`config.mk`:
```
export PLATFORM = sky130hd
export DESIGN_NAME = p2p_ie_attribute_extractor_top_flat
export DESIGN_NICKNAME = d
export VERILOG_FILES = /design/src/p2p_ie_pkg.sv /design/src/p2p_ie_if.sv /design/src/p2p_ie_parser.sv /design/src/p2p_ie_result_queue.sv /design/src/p2p_ie_attribute_extractor_top.sv /design/src/flat_wrapper.sv
export SDC_FILE = /design/constraint.sdc
export NUM_CORES = 1
export LEC_CHECK = 0
export BUFFER_PORTS_ARGS = -buffer_cell sky130_fd_sc_hd__buf_2
export CORE_AREA = 2 2 195 197
export CTS_CLUSTER_SIZE = 30
export DETAILED_ROUTE_END_ITERATION = 12
export DIE_AREA = 0 0 197 199
export GPL_ROUTABILITY_DRIVEN = 1
export GPL_TIMING_DRIVEN = 0
export PLACE_DENSITY = 0.66
export SYNTH_ARGS = -nofsm -noshare
export SYNTH_HDL_FRONTEND = slang
export SYNTH_SLANG_ARGS = --single-unit
```
`constraint.sdc`:
```
create_clock -name clock -period 4.57 [get_ports clock]
set_input_delay 0.457 -clock clock [delete_from_list [all_inputs] [get_ports clock]]
set_output_delay 0.457 -clock clock [all_outputs]
set_load 0.05 [all_outputs]
```
`src/p2p_ie_pkg.sv`:
```
`timescale 1ns / 1ps

package p2p_ie_pkg;

   // Element and OUI constants of the P2P vendor element
   localparam logic [7:0] VENDOR_EID = 8'd221;
   localparam logic [7:0] OUI_BYTE0  = 8'h50;
   localparam logic [7:0] OUI_BYTE1  = 8'h6F;
   localparam logic [7:0] OUI_BYTE2  = 8'h9A;
   localparam logic [7:0] OUI_TYPE   = 8'h09;

   // Parse phases
   localparam logic [1:0] PH_SCAN    = 2'd0;
   localparam logic [1:0] PH_ATTR    = 2'd1;
   localparam logic [1:0] PH_CONTENT = 2'd2;
   localparam logic [1:0] PH_DONE    = 2'd3;

   // Status codes of the final record
   localparam logic [2:0] ST_FOUND      = 3'd0;
   localparam logic [2:0] ST_NO_ELEMENT = 3'd1;
   localparam logic [2:0] ST_ABSENT     = 3'd2;
   localparam logic [2:0] ST_SCAN_LIMIT = 3'd3;
   localparam logic [2:0] ST_TRUNCATED  = 3'd4;

   // Result kinds
   localparam logic KIND_CONTENT = 1'b0;
   localparam logic KIND_STATUS  = 1'b1;

   // Output queue geometry
   localparam int RQ_DEPTH = 4;
   localparam int RQ_AW    = 2;

   typedef struct packed {
      logic       result_kind;
      logic [7:0] content_byte;
      logic [2:0] status;
      logic [7:0] content_length;
      logic [9:0] element_offset;
      logic       last_result;
   } result_type;

   // Results produced by one accepted byte: 0, 1 or 2 of them, in order
   typedef struct packed {
      logic [1:0] count;
      result_type first;
      result_type second;
   } push_type;

endpackage

```
`src/p2p_ie_if.sv`:
```
`timescale 1ns / 1ps

interface p2p_ie_req_if;
   logic       valid;
   logic       ready;
   logic [7:0] data_byte;
   logic       last_byte;

   modport source (output valid, output data_byte, output last_byte, input ready);
   modport sink (input valid, input data_byte, input last_byte, output ready);
endinterface

interface p2p_ie_rsp_if;
   logic       valid;
   logic       ready;
   logic       result_kind;
   logic [7:0] content_byte;
   logic [2:0] status;
   logic [7:0] content_length;
   logic [9:0] element_offset;
   logic       last_result;

   modport source (output valid, output result_kind, output content_byte, output status,
                   output content_length, output element_offset, output last_result,
                   input ready);
   modport sink (input valid, input result_kind, input content_byte, input status,
                 input content_length, input element_offset, input last_result,
                 output ready);
endinterface

```
`src/p2p_ie_parser.sv`:
```
`timescale 1ns / 1ps

module p2p_ie_parser #(
   parameter int MAX_LIST_BYTES = 1024
) (
   input  logic                 clock,
   input  logic                 reset,
   input  logic                 csr_wr_en,
   input  logic [7:0]           csr_wr_data,
   input  logic                 in_fire,
   input  logic [7:0]           in_data,
   input  logic                 in_last,
   output p2p_ie_pkg::push_type push
);
   import p2p_ie_pkg::*;

   // Positions stay below MAX_LIST_BYTES plus one element and its header
   localparam int PW = $clog2(MAX_LIST_BYTES + 264);
   localparam logic [PW-1:0] LIMIT = PW'(MAX_LIST_BYTES);

   logic [7:0]    target_id_ff;
   logic [PW-1:0] pos_ff, pos_in;
   logic [PW-1:0] nes_ff, nes_in;
   logic [1:0]    phase_ff, phase_in;
   logic [39:0]   recent_ff, recent_in;
   logic [PW-1:0] elem_start_ff, elem_start_in;
   logic [8:0]    elem_len_ff, elem_len_in;
   logic [8:0]    attr_start_ff, attr_start_in;
   logic [7:0]    hdr_id_ff, hdr_id_in;
   logic [7:0]    hdr_lenlo_ff, hdr_lenlo_in;
   logic [7:0]    remaining_ff, remaining_in;
   logic          matched_ff, matched_in;
   logic [7:0]    match_len_ff, match_len_in;
   logic [2:0]    final_st_ff, final_st_in;

   logic [PW-1:0] rel_pos;
   logic [PW-1:0] hdr_idx;
   logic [15:0]   dlen;
   logic [16:0]   attr_end;
   logic [9:0]    skip_start;
   logic          emit_content;
   logic [2:0]    run_status;
   logic [PW+9:0] offset_ext;
   result_type    content_rec;
   result_type    status_rec;

   // Target attribute id register
   always_ff @(posedge clock) begin
      if (reset) begin
         target_id_ff <= '0;
      end else if (csr_wr_en) begin
         target_id_ff <= csr_wr_data;
      end
   end

   // Next-state logic for one byte
   always_comb begin
      pos_in        = pos_ff;
      nes_in        = nes_ff;
      phase_in      = phase_ff;
      recent_in     = recent_ff;
      elem_start_in = elem_start_ff;
      elem_len_in   = elem_len_ff;
      attr_start_in = attr_start_ff;
      hdr_id_in     = hdr_id_ff;
      hdr_lenlo_in  = hdr_lenlo_ff;
      remaining_in  = remaining_ff;
      matched_in    = matched_ff;
      match_len_in  = match_len_ff;
      final_st_in   = final_st_ff;
      emit_content  = 1'b0;
      rel_pos       = pos_ff - elem_start_ff;
      hdr_idx       = rel_pos - PW'(attr_start_ff);
      dlen          = {in_data, hdr_lenlo_ff};
      attr_end      = 17'(attr_start_ff) + 17'd3 + 17'(dlen);
      skip_start    = 10'(attr_start_ff) + 10'd3 + 10'(dlen[8:0]);
      run_status    = ST_NO_ELEMENT;
      offset_ext    = '0;
      content_rec   = '0;
      status_rec    = '0;
      push          = '0;

      if (in_fire) begin
         if (phase_ff != PH_DONE) begin
            recent_in = {recent_ff[31:0], in_data};
            pos_in    = pos_ff + 1'b1;
            unique case (phase_ff)
               PH_SCAN: begin
                  // Judge an element once its sixth byte arrives
                  if (pos_ff == nes_ff + PW'(5)) begin
                     if (pos_ff >= LIMIT) begin
                        phase_in    = PH_DONE;
                        final_st_in = ST_SCAN_LIMIT;
                     end else if (recent_ff[39:32] == VENDOR_EID &&
                                  recent_ff[23:16] == OUI_BYTE0 &&
                                  recent_ff[15:8] == OUI_BYTE1 &&
                                  recent_ff[7:0] == OUI_BYTE2 &&
                                  in_data == OUI_TYPE) begin
                        elem_start_in = nes_ff;
                        elem_len_in   = 9'(recent_ff[31:24]) + 9'd2;
                        attr_start_in = 9'd6;
                        // no room for a whole attribute header
                        if (recent_ff[31:24] < 8'd7) begin
                           phase_in    = PH_DONE;
                           final_st_in = ST_ABSENT;
                        end else begin
                           phase_in = PH_ATTR;
                        end
                     end else begin
                        nes_in = nes_ff + PW'(recent_ff[31:24]) + PW'(2);
                     end
                  end
               end
               PH_ATTR: begin
                  // Collect the three header bytes of the current attribute
                  if (rel_pos >= PW'(attr_start_ff) && hdr_idx <= PW'(2)) begin
                     if (hdr_idx == PW'(0)) begin
                        hdr_id_in = in_data;
                     end else if (hdr_idx == PW'(1)) begin
                        hdr_lenlo_in = in_data;
                     end else begin
                        if (attr_end > 17'(elem_len_ff)) begin
                           phase_in    = PH_DONE;
                           final_st_in = ST_ABSENT;
                        end else if (hdr_id_ff == target_id_ff) begin
                           matched_in   = 1'b1;
                           match_len_in = dlen[7:0];
                           remaining_in = dlen[7:0];
                           if (dlen == 16'd0) begin
                              phase_in    = PH_DONE;
                              final_st_in = ST_FOUND;
                           end else begin
                              phase_in = PH_CONTENT;
                           end
                        end else begin
                           attr_start_in = skip_start[8:0];
                           if (skip_start + 10'd3 > 10'(elem_len_ff)) begin
                              phase_in    = PH_DONE;
                              final_st_in = ST_ABSENT;
                           end
                        end
                     end
                  end
               end
               PH_CONTENT: begin
                  emit_content = 1'b1;
                  if (remaining_ff != 8'd0) begin
                     remaining_in = remaining_ff - 1'b1;
                  end
                  if (remaining_ff <= 8'd1) begin
                     phase_in    = PH_DONE;
                     final_st_in = ST_FOUND;
                  end
               end
               default: begin
               end
            endcase
         end

         // Result records use the state as left by this byte
         offset_ext                 = (PW+10)'(elem_start_in);
         content_rec.result_kind    = KIND_CONTENT;
         content_rec.content_byte   = in_data;
         content_rec.status         = ST_FOUND;
         content_rec.content_length = matched_in ? match_len_in : 8'd0;
         content_rec.element_offset = (elem_len_in != 9'd0) ? offset_ext[9:0] : 10'd0;
         content_rec.last_result    = 1'b0;

         priority if (phase_in == PH_DONE) begin
            run_status = final_st_in;
         end else if (phase_in == PH_SCAN) begin
            run_status = ST_NO_ELEMENT;
         end else begin
            run_status = ST_TRUNCATED;
         end
         status_rec                = content_rec;
         status_rec.result_kind    = KIND_STATUS;
         status_rec.content_byte   = 8'd0;
         status_rec.status         = run_status;
         status_rec.last_result    = 1'b1;

         if (emit_content) begin
            push.first  = content_rec;
            push.second = status_rec;
            push.count  = in_last ? 2'd2 : 2'd1;
         end else begin
            push.first  = status_rec;
            push.second = status_rec;
            push.count  = in_last ? 2'd1 : 2'd0;
         end

         // End of list: start over on a fresh one
         if (in_last) begin
            pos_in        = '0;
            nes_in        = '0;
            phase_in      = PH_SCAN;
            recent_in     = '0;
            elem_start_in = '0;
            elem_len_in   = '0;
            attr_start_in = '0;
            hdr_id_in     = '0;
            hdr_lenlo_in  = '0;
            remaining_in  = '0;
            matched_in    = 1'b0;
            match_len_in  = '0;
            final_st_in   = ST_NO_ELEMENT;
         end
      end
   end

   // Parse state
   always_ff @(posedge clock) begin
      if (reset) begin
         pos_ff        <= '0;
         nes_ff        <= '0;
         phase_ff      <= PH_SCAN;
         recent_ff     <= '0;
         elem_start_ff <= '0;
         elem_len_ff   <= '0;
         attr_start_ff <= '0;
         hdr_id_ff     <= '0;
         hdr_lenlo_ff  <= '0;
         remaining_ff  <= '0;
         matched_ff    <= 1'b0;
         match_len_ff  <= '0;
         final_st_ff   <= ST_NO_ELEMENT;
      end else begin
         pos_ff        <= pos_in;
         nes_ff        <= nes_in;
         phase_ff      <= phase_in;
         recent_ff     <= recent_in;
         elem_start_ff <= elem_start_in;
         elem_len_ff   <= elem_len_in;
         attr_start_ff <= attr_start_in;
         hdr_id_ff     <= hdr_id_in;
         hdr_lenlo_ff  <= hdr_lenlo_in;
         remaining_ff  <= remaining_in;
         matched_ff    <= matched_in;
         match_len_ff  <= match_len_in;
         final_st_ff   <= final_st_in;
      end
   end

endmodule

```
`src/p2p_ie_result_queue.sv`:
```
`timescale 1ns / 1ps

module p2p_ie_result_queue (
   input  logic                   clock,
   input  logic                   reset,
   input  p2p_ie_pkg::push_type   push,
   output logic                   has_room,
   output logic                   out_valid,
   input  logic                   out_ready,
   output p2p_ie_pkg::result_type out_rec
);
   import p2p_ie_pkg::*;

   result_type           entry_ff [RQ_DEPTH];
   logic [RQ_AW-1:0]     wr_ptr_ff, wr_ptr_in;
   logic [RQ_AW-1:0]     rd_ptr_ff, rd_ptr_in;
   logic [RQ_AW:0]       count_ff, count_in;
   logic                 pop;

   // Room for the two results a byte can cause
   assign has_room  = count_ff <= (RQ_AW+1)'(RQ_DEPTH - 2);
   assign out_valid = count_ff != '0;
   assign out_rec   = entry_ff[rd_ptr_ff];
   assign pop       = out_valid && out_ready;

   // Pointer and fill count update
   always_comb begin
      wr_ptr_in = wr_ptr_ff + RQ_AW'(push.count);
      rd_ptr_in = rd_ptr_ff + RQ_AW'(pop);
      count_in  = count_ff + (RQ_AW+1)'(push.count) - (RQ_AW+1)'(pop);
   end

   always_ff @(posedge clock) begin
      if (reset) begin
         wr_ptr_ff <= '0;
         rd_ptr_ff <= '0;
         count_ff  <= '0;
      end else begin
         wr_ptr_ff <= wr_ptr_in;
         rd_ptr_ff <= rd_ptr_in;
         count_ff  <= count_in;
      end
   end

   // Entry storage, up to two writes per cycle
   always_ff @(posedge clock) begin
      if (push.count != 2'd0) begin
         entry_ff[wr_ptr_ff] <= push.first;
      end
      if (push.count == 2'd2) begin
         entry_ff[wr_ptr_ff + 1'b1] <= push.second;
      end
   end

endmodule

```
`src/p2p_ie_attribute_extractor_top.sv`:
```
`timescale 1ns / 1ps

// P2P attribute extractor. Takes one byte of an information-element list per
// cycle on req_ch and finds the first vendor element carrying the P2P OUI; the
// content bytes of the first attribute whose id equals the value written on
// csr_wr_data are sent on rsp_ch, one result per cycle, and the byte flagged
// last_byte is followed by a status record. Each byte is handled in the cycle
// it is accepted and its results are registered in a four-entry output queue
// before they are offered on rsp_ch; req_ch.ready holds high while the queue
// has room for two results. A byte can cause both a content result and the
// status record; one byte per cycle is sustained as long as rsp_ch is drained.
// Write csr_wr_data only while the block is idle.
module p2p_ie_attribute_extractor_top #(
   parameter int MAX_LIST_BYTES = 1024
) (
   input  logic        clock,
   input  logic        reset,
   input  logic        csr_wr_en,
   input  logic [7:0]  csr_wr_data,
   p2p_ie_req_if.sink  req_ch,
   p2p_ie_rsp_if.source rsp_ch
);
   import p2p_ie_pkg::*;

   push_type   push;
   result_type out_rec;
   logic       has_room;
   logic       in_fire;

   assign req_ch.ready = has_room;
   assign in_fire      = req_ch.valid && has_room;

   // Byte parser
   p2p_ie_parser #(
      .MAX_LIST_BYTES(MAX_LIST_BYTES)
   ) u_parser (
      .clock       (clock),
      .reset       (reset),
      .csr_wr_en   (csr_wr_en),
      .csr_wr_data (csr_wr_data),
      .in_fire     (in_fire),
      .in_data     (req_ch.data_byte),
      .in_last     (req_ch.last_byte),
      .push        (push)
   );

   // Output queue
   p2p_ie_result_queue u_queue (
      .clock     (clock),
      .reset     (reset),
      .push      (push),
      .has_room  (has_room),
      .out_valid (rsp_ch.valid),
      .out_ready (rsp_ch.ready),
      .out_rec   (out_rec)
   );

   assign rsp_ch.result_kind    = out_rec.result_kind;
   assign rsp_ch.content_byte   = out_rec.content_byte;
   assign rsp_ch.status         = out_rec.status;
   assign rsp_ch.content_length = out_rec.content_length;
   assign rsp_ch.element_offset = out_rec.element_offset;
   assign rsp_ch.last_result    = out_rec.last_result;

endmodule

```
`src/flat_wrapper.sv`:
```
// flat-port wrapper written by rule: the top's interface ports become plain ports
module p2p_ie_attribute_extractor_top_flat import p2p_ie_pkg::*;
#(
   parameter int MAX_LIST_BYTES = 1024
)
  (clock, reset, csr_wr_en, csr_wr_data, req_ch_valid, req_ch_data_byte, req_ch_last_byte, req_ch_ready, rsp_ch_valid, rsp_ch_result_kind, rsp_ch_content_byte, rsp_ch_status, rsp_ch_content_length, rsp_ch_element_offset, rsp_ch_last_result, rsp_ch_ready);
  p2p_ie_req_if req_ch_i ();
  p2p_ie_rsp_if rsp_ch_i ();
  input  logic clock;
  input  logic reset;
  input  logic csr_wr_en;
  input  logic [7:0] csr_wr_data;
  input wire logic [$bits(req_ch_i.valid)-1:0] req_ch_valid;
  input wire logic [$bits(req_ch_i.data_byte)-1:0] req_ch_data_byte;
  input wire logic [$bits(req_ch_i.last_byte)-1:0] req_ch_last_byte;
  output wire logic [$bits(req_ch_i.ready)-1:0] req_ch_ready;
  output wire logic [$bits(rsp_ch_i.valid)-1:0] rsp_ch_valid;
  output wire logic [$bits(rsp_ch_i.result_kind)-1:0] rsp_ch_result_kind;
  output wire logic [$bits(rsp_ch_i.content_byte)-1:0] rsp_ch_content_byte;
  output wire logic [$bits(rsp_ch_i.status)-1:0] rsp_ch_status;
  output wire logic [$bits(rsp_ch_i.content_length)-1:0] rsp_ch_content_length;
  output wire logic [$bits(rsp_ch_i.element_offset)-1:0] rsp_ch_element_offset;
  output wire logic [$bits(rsp_ch_i.last_result)-1:0] rsp_ch_last_result;
  input wire logic [$bits(rsp_ch_i.ready)-1:0] rsp_ch_ready;
  assign req_ch_i.valid = req_ch_valid;
  assign req_ch_i.data_byte = req_ch_data_byte;
  assign req_ch_i.last_byte = req_ch_last_byte;
  assign req_ch_ready = req_ch_i.ready;
  assign rsp_ch_valid = rsp_ch_i.valid;
  assign rsp_ch_result_kind = rsp_ch_i.result_kind;
  assign rsp_ch_content_byte = rsp_ch_i.content_byte;
  assign rsp_ch_status = rsp_ch_i.status;
  assign rsp_ch_content_length = rsp_ch_i.content_length;
  assign rsp_ch_element_offset = rsp_ch_i.element_offset;
  assign rsp_ch_last_result = rsp_ch_i.last_result;
  assign rsp_ch_i.ready = rsp_ch_ready;
  p2p_ie_attribute_extractor_top #(.MAX_LIST_BYTES(MAX_LIST_BYTES)) u_core (.clock(clock), .reset(reset), .csr_wr_en(csr_wr_en), .csr_wr_data(csr_wr_data), .req_ch(req_ch_i), .rsp_ch(rsp_ch_i));
endmodule
```
==> flow_metrics.tcl <==
set metrics [dict create \
    status "finished clean" \
    routabilityCongestion 0.888 \
    ys_async_sr_fraction_pct 0 \
    maxCapViolations 0 \
    setup_slack_ns 0.129 \
    worst_pin_slew_ns 1.00 \
    grt_pass1_wl_um 64000 \
    drc 0 \
    grt_util_all_layers_pct 20.6 \
    layout.cells.non_filler 2200 \
    netlist_instances 1585 \
    synth-edff-count 88 \
    nFillCells 3471 \
    dp_hpwl_um 29800 \
    clk_latency_ns 0.57 \
    syn_area_um2 14700 \
    worstPathArrival_ns 4.88 \
    die_h_um 199 \
    die-area_um2 39200 \
    port_buffers 53 \
    synth.avg_cell_area_um2 9.28 \
    core-area_um2 37100 \
    fin_nets 1815 \
    dpl.cell_count 2113 \
    synth-seq-area-share_pct 41.9 \
    cts_tree "built" \
    num_vias 12421 \
    syn_nets 1697 \
    pre_cts_slack_ns -1.03 \
    ys_types 83 \
    critPathMaxStageDelay_ns 0.46 \
    drt_iter0_drc 944 \
    cts_buffers 29 \
    synth_seq_cells 264 \
    rows 71 \
    drt-total-wl_um 41500 \
    finalCritPeriodShare_pct 97.2 \
    finalPower_w 0.00669 \
    area_growth_pct 18.4 \
    cp_slowest_cell "dfxtp_2" \
    vias_per_cell 5.65 \
    worstPathMaxFanout 7 \
    power_density_nw_per_um2 384 \
    ys.flop_type "dfxtp_1" \
    ir_drop_mv 0.257 \
    grt_pass1_vias 11720 \
    ctsRootBufferMaster "clkbuf_16" \
    drive_gt1_share_pct 16.3 \
    ioPinCount 55 \
    cts_buffer_depth 3 \
    synth_warnings 0 \
    wl_per_cell_um 18.9 \
    critPathKind "reg -> reg" \
    p_leak_nw 6.60 \
    crit_chain "ha_1 > ha_1 > a2111oi_1 > o21ai_1 > nand2_1 > xor2_4 > inv_1 > ha_1 > nand3_1 > o31a_1 > o21ba_4 > o31ai_2 > a211oi_4 > buf_12 > a311oi_1" \
    grt_max_degree 24 \
    diodes 0 \
    cts_sinks 264 \
    hold_viol 0 \
    initial_core_util_pct 39.6 \
    setup_viol 0 \
    fin_crit_ns 4.44 \
    grt_overflow 0 \
    holdCritPathClass "in -> reg" \
    cp-start-kind "flip-flop" \
    final_util_pct 46.9 \
    ant_nets 0 \
    firstDrtPassIters 5 \
    antenna_found_initial 1 \
    critical_path.endpoint_type "flip-flop" \
    cpMostUsedCell "ha_1" \
    die_x_um 197 \
    fmax_mhz 225 \
    htreeDepth 1 \
    relSlewSlack_pct 33.3 \
    maxSlewViolCount 0 \
    required_ns 5.01 \
    finalClockSkew_ns 0.0141 \
    clk_pin_slew_ns 0.06 \
]
metrics by stage:
stage	hold WS (ns)	TNS, ns	cell area [µm²]
after global placement	0.460	-87.99	15600
final	0.126	0	17400
after detailed placement	0.473	-71.61	15600
after CTS	0.122	0	17000
after global routing	0.132	-0.0414	17400
after floorplan	0.445	0	14700
repair_timing:
action	4_1_cts	5_1_grt
buffers inserted	14	15
hold endpoints to repair	0	0
setup endpoints to repair	121	120
gates resized for setup	60	63
pin swaps	13	29
hold buffers	0	0
gates cloned	2	4
per-layer routing:
layer | track usage, % | part of all wire, % | vias up
li1 | - | - | 5928
met1 | 27.4 | 43 | 6007
met2 | 34.4 | 48 | 397
met3 | 2.85 | 6.1 | 89
met4 | 7.30 | 3.1 | 0
met5 | 0 | 0 | -
worst paths after layout:
| path | start | slack [ns] | cells past startpoint | to |
|---|---|---|---|---|
| worst max-delay path | u_core.u_parser.hdr_lenlo_ff[5] | 0.13 | 15 | u_core.u_parser.remaining_ff[0] |
| worst min-delay path | csr_wr_data[1] | 0.13 | 3 | u_core.u_parser.target_id_ff[1] |
| worst max register to register | u_core.u_parser.hdr_lenlo_ff[5] | 0.13 | 15 | u_core.u_parser.remaining_ff[0] |
| worst min register to register | u_core.u_parser.elem_len_ff[1] | 0.48 | 2 | u_core.u_parser.elem_len_ff[1] |
logic make-up (layout without fill, tap and decap cells):
| family | after synthesis | after routing | share of synthesized area, % |
|---|---|---|---|
| buffers and inverters | 154 | 293 | 3.98 |
| XOR/XNOR | 74 | 74 | 4.41 |
| AND/OR/NAND/NOR | 611 | 612 | 19.3 |
| adder cells (fa/ha/maj) | 90 | 90 | 7.91 |
| multiplexers | 75 | 75 | 7.66 |
| flip-flops | 264 | 264 | 41.9 |
| AO/OA/AOI/OAI | 317 | 318 | 14.8 |
synthesized netlist by cell type (6+ instances only):
cell type,n,share of area [%]
nor2_1,332,8.5
nor2b_1,30,1.3
o21ai_0,31,1.1
nand4_1,10,0.43
and2_1,13,0.55
nor4_1,12,0.51
clkbuf_1,59,1.5
o21bai_1,9,0.46
nor4b_1,7,0.42
and3_1,6,0.26
mux4_2,30,4.6
o2111ai_1,6,0.36
xor2_1,36,2.1
nand2b_1,17,0.72
dfxtp_1,176,24
or4_1,7,0.36
or3_1,9,0.38
edfxtp_1,88,18
nor3_1,28,0.95
a21oi_1,91,3.1
a211oi_1,17,0.87
nand2_1,76,1.9
mux2i_1,44,3.0
a22oi_1,74,3.8
nand3_1,29,0.99
buf_1,10,0.26
a21o_1,15,0.77
xnor2_1,38,2.3
inv_1,80,2.0
ha_1,85,7.2
flip-flops by register name (all words and copies together), names as in the netlist:
| signal | cells |
|---|---|
| u_core.u_queue.count_ff | 3 |
| u_core.u_queue.wr_ptr_ff | 2 |
| u_core.u_parser.elem_len_ff | 9 |
| u_core.u_queue.entry_ff | 120 |
| u_core.u_parser.pos_ff | 11 |
| u_core.u_parser.final_st_ff | 3 |
| u_core.u_parser.hdr_lenlo_ff | 8 |
| u_core.u_queue.rd_ptr_ff | 2 |
| u_core.u_parser.phase_ff | 2 |
| u_core.u_parser.remaining_ff | 8 |
| u_core.u_parser.matched_ff | 1 |
| u_core.u_parser.attr_start_ff | 9 |
| u_core.u_parser.elem_start_ff | 11 |
| u_core.u_parser.recent_ff | 40 |
| u_core.u_parser.match_len_ff | 8 |
| u_core.u_parser.target_id_ff | 8 |
| u_core.u_parser.nes_ff | 11 |
| u_core.u_parser.hdr_id_ff | 8 |
report_power, final:
part / internal, W / switching, W / total [W]
clock: 0.00151 / 0.000995 / 0.00250
combinational: 0.000576 / 0.00106 / 0.00164
sequential: 0.00249 / 0.0000606 / 0.00255
critical path, delay by kind of cell (launching register included):
family                     cells  cell delay, ns
DFF                            1            0.46
adders and majority gates      3            1.01
and+or+nand+nor                2            0.34
buffers and inverters          2            0.27
xor gates and xnor gates       1            0.24
AOI/OAI and AO/OA              7            2.00
layout make-up:
cell class	count	area (µm²)	share of cell area, %
Multi-Input combinational cell	1169	8500	48.8
Sequential cell	264	6180	35.5
Clock buffer	35	748	4.30
Tap cell	474	593	3.40
Timing Repair Buffer	83	507	2.91
Inverter	81	319	1.83
Buffer	71	284	1.63
Clock inverter	19	259	1.49
Timing Repair inverter	4	20.0	0.115
cell usage in the layout (no fill, tap or decap), types with 10 or more instances in the layout:
cell type	synthesis	routed
nor2b_1	30	29
buf_1	10	10
ha_1	85	80
nand2b_1	17	15
a21o_1	15	15
xor2_1	36	31
nor2_1	332	329
mux2i_1	44	43
nand3_1	29	27
nand4_1	10	10
edfxtp_1	88	88
dfxtp_1	176	167
nor3_1	28	25
a22oi_1	74	74
nand2_1	76	75
inv_1	80	71
nor4_1	12	11
a21oi_1	91	77
and2_1	13	12
a21oi_2	1	14
buf_4	1	29
o21ai_0	31	25
mux4_2	30	30
clkbuf_16	0	29
xnor2_1	38	36
a211oi_1	17	14
buf_2	3	55
clkbuf_1	59	63
No activity file was read; power rests on OpenSTA's default activity.
